$ cat src/sv/cswc_ram.sv
module cswc_ram #(
  parameter int unsigned WIDTH = 16,
  parameter int unsigned DEPTH = 256
) (
  input  logic                     clk,
  input  logic                     we,
  input  logic [$clog2(DEPTH)-1:0] waddr,
  input  logic [WIDTH-1:0]         wdata,
  input  logic [$clog2(DEPTH)-1:0] raddr,
  output logic [WIDTH-1:0]         rdata
);

  logic [WIDTH-1:0] mem [DEPTH];

  always_ff @(posedge clk) begin
    if (we) begin
      mem[waddr] <= wdata;
    end
    rdata <= mem[raddr];
  end

endmodule

$ cat config.mk
export PLATFORM = sky130hd
export DESIGN_NAME = cswc_ram
export DESIGN_NICKNAME = d
export VERILOG_FILES = /design/src/sv/cswc_ram.sv
export SDC_FILE = /design/constraint.sdc
export NUM_CORES = 2
export LEC_CHECK = 0
export BUFFER_PORTS_ARGS = -buffer_cell sky130_fd_sc_hd__buf_4
export CAP_MARGIN = 10
export CORE_UTILIZATION = 34
export CTS_BUF_LIST = sky130_fd_sc_hd__clkbuf_4 sky130_fd_sc_hd__clkbuf_8 sky130_fd_sc_hd__clkbuf_16
export CTS_CLUSTER_DIAMETER = 200
export DETAILED_ROUTE_END_ITERATION = 6
export REMOVE_ABC_BUFFERS = 1
export SETUP_SLACK_MARGIN = 0.15
export SYNTH_ARGS = -nofsm -noshare
export SYNTH_HDL_FRONTEND = slang
export SYNTH_SLANG_ARGS = --single-unit
$ cat constraint.sdc
create_clock -name clk -period 6.4 [get_ports clk]
set_input_delay 0.32 -clock clk [delete_from_list [all_inputs] [get_ports clk]]
set_output_delay 0.32 -clock clk [all_outputs]
set_load 0.03 [all_outputs]
==> reports/qor.txt <==
Async S/R FF share, synth -> 0%
TritonCTS clock tree -> yes
Post-layout minimum cycle time -> 4000 ps
Top Ports -> 50
Slew @ Worst Pin -> 1455 ps
Setup bufs post-CTS -> 0
Critical path class -> in -> reg
Leak -> 0.05661 uW
Cells after Synth -> 7360
R2R Setup Slk -> 2800 ps
Antenna Nets Post-Route -> 0
Die ar. -> 0.4695 mm^2
Drt first pass iters -> 6
Final hold vios -> 0
Max Cap Viol -> 0
Status -> finished, final reports clean
Pre-CTS setup slack -> 1388 ps
Worst hold slack -> 103.9 ps
Rel. slew slack -> 3.025%
Yosys warns -> 0
Clock Sinks -> 4112
Final weighted congestion in routability-driven placement -> 0.8582
Syn avg cell area -> 21.56 um^2
Worst min-delay path class -> in -> reg
Worst EP arrival -> 4810 ps
CTS H-tree lvls -> 5
Post-DP HPWL -> 247400 um
Die H -> 685.2 um
Register area share after synthesis -> 77.70%
Port Buf Inserts -> 49
Global-route wire length before repair -> 601500 um
Cell row count -> 250
Final Total Pwr -> 56610 uW
Final Slew Violations -> 0
Peak supply drop -> 212.5 uV
Commonest non-fill, non-tap cell in the layout -> edfxtp_1
Number of synthesized flops with an enable pin -> 4096
Vias post-DR -> 78380
Pwr/cell area -> 312.1 mW/mm^2
Core footprint -> 0.4642 mm^2
Crit Path Max Fanout -> 66
Clk_lat worst skew -> 990 ps
Clock skew -> 68.85 ps
Clock-pin slew on the worst setup and hold paths -> 60 ps
Final instance area -> 0.1814 mm^2
Largest net degree at the start of global routing -> 208
Overflow left after global routing -> 0
Clock Tree Buf Depth -> 4
Fin nets -> 7757
Most frequent cells in the layout -> edfxtp_1 (4096), mux4_2 (797), mux2i_1 (565)
Unrepaired setup endpoints after global routing -> no
CTS root buffer -> clkbuf_16
Vias/cell -> 5.503
Hold Buf Count CTS -> 16
Starting DRC count in detailed routing -> 9770
Yosys reg bits -> 4112
Critical Path Start Type -> primary input
CTS buffer count -> 394
Share of layout cells above drive strength 1 -> 25.20%
Post-CTS sizing -> 0
Post-synthesis cell type count -> 52
Post-route DRC -> 0
Crit end category -> register
Setup-failing EPs final -> 0
Vias in the first global route -> 78530
WL per Instance -> 29.97 um
Antenna violations before repair -> 28
Setup WS post-layout -> 2400 ps
Chip width -> 685.2 um
Cell Area, Synth -> 0.1587 mm^2
Synth Flop Type -> edfxtp_1
Initial cell density of the core -> 34.19%
Max Freq -> 0.2500 GHz
Layout area overhead -> 14.27%
Worst EP required -> 7210 ps
Tcrit/Tclk final -> 62.50%
Placed Area -> 0.1677 mm^2
Routed WL -> 426800 um
GRT Total Usage -> 17.71%
worst paths after layout:
path              depth (start not counted)                 to             startpoint
setup / recovery                          9  rdata[15]$_DFF_P_               raddr[1]
hold / removal                            4   rdata[1]$_DFF_P_               raddr[6]
setup reg to reg                          7  rdata[15]$_DFF_P_  mem[10][15]$_DFFE_PP_
hold reg to reg                           6   rdata[3]$_DFF_P_  mem[194][3]$_DFFE_PP_
worst max-delay path, stage by stage:
cell     delay, ps
buf_8          470
buf_4          730
mux4_2         410
mux2_2         300
a22oi_1        590
nand2_1        340
o32ai_1       1070
buf_4          270
nor4_1          60
Yosys cell counts, types with 27 or more instances:
library cell	count	area (um^2)
nand2_1	38	142.6
nand3_1	35	175.2
o21ai_0	37	185.2
a21oi_1	175	875.8
a221oi_1	28	245.2
mux4_2	797	17950
o22ai_1	148	925.9
a22oi_1	43	322.8
a22o_1	32	280.3
buf_6	77	867.1
o221ai_1	252	2207
mux2_2	88	991.0
buf_1	27	101.4
nor3_1	92	460.4
edfxtp_1	4096	123000
nor2_1	304	1141
buf_2	76	380.4
clkbuf_1	230	863.3
mux2i_1	565	5655
where the power goes:
group | switching, uW | internal (uW) | leakage (uW)
clock | 10100 | 14000 | 0.00664
combinational | 1850 | 927 | 0.0130
sequential | 74.2 | 29700 | 0.0369
per-layer routing:
| metal | vias up | wire length [um] | track usage, % |
|---|---|---|---|
| met5 | - | 23 | 0 |
| met4 | 4 | 18460 | 6.726 |
| met3 | 701 | 32510 | 2.883 |
| met1 | 42170 | 168700 | 23.59 |
| li1 | 32050 | - | - |
| met2 | 3454 | 207100 | 29.24 |
area by class of cell:
cell class                      count  area [um^2]
Clock buffer                      483        10690
Tap cell                         6174         7725
Timing Repair Buffer              419         3824
Clock inverter                    240         2729
Fill cell                       40830       282800
Sequential cell                  4112       123300
Multi-Input combinational cell   2792        33010
Antenna cell                       19        47.55
Inverter                            4        27.53
cells by family after synthesis:
logic type      share of synthesized area (%)
simple gates                            1.574
buf+inv                                 1.693
compound gates                          3.537
flops                                   77.70
mux                                     15.50
flip-flops by register name, summed over array words and instances (netlist names):
register and flops:
mem 4096, rdata 16
per-stage QoR:
| step | TNS, ps | instances | utilization [%] |
|---|---|---|---|
| 3_5_place_dp | 0 | 13480 | 36.13 |
| 6_report | 0 | 14240 | 39.07 |
| 4_1_cts | 0 | 14220 | 39.06 |
| 2_1_floorplan | -4659 | 6908 | - |
| 5_1_grt | 0 | 14230 | 39.07 |
| 3_3_place_gp | 0 | 13480 | 36.13 |
Power figures use the tool's default switching activity.
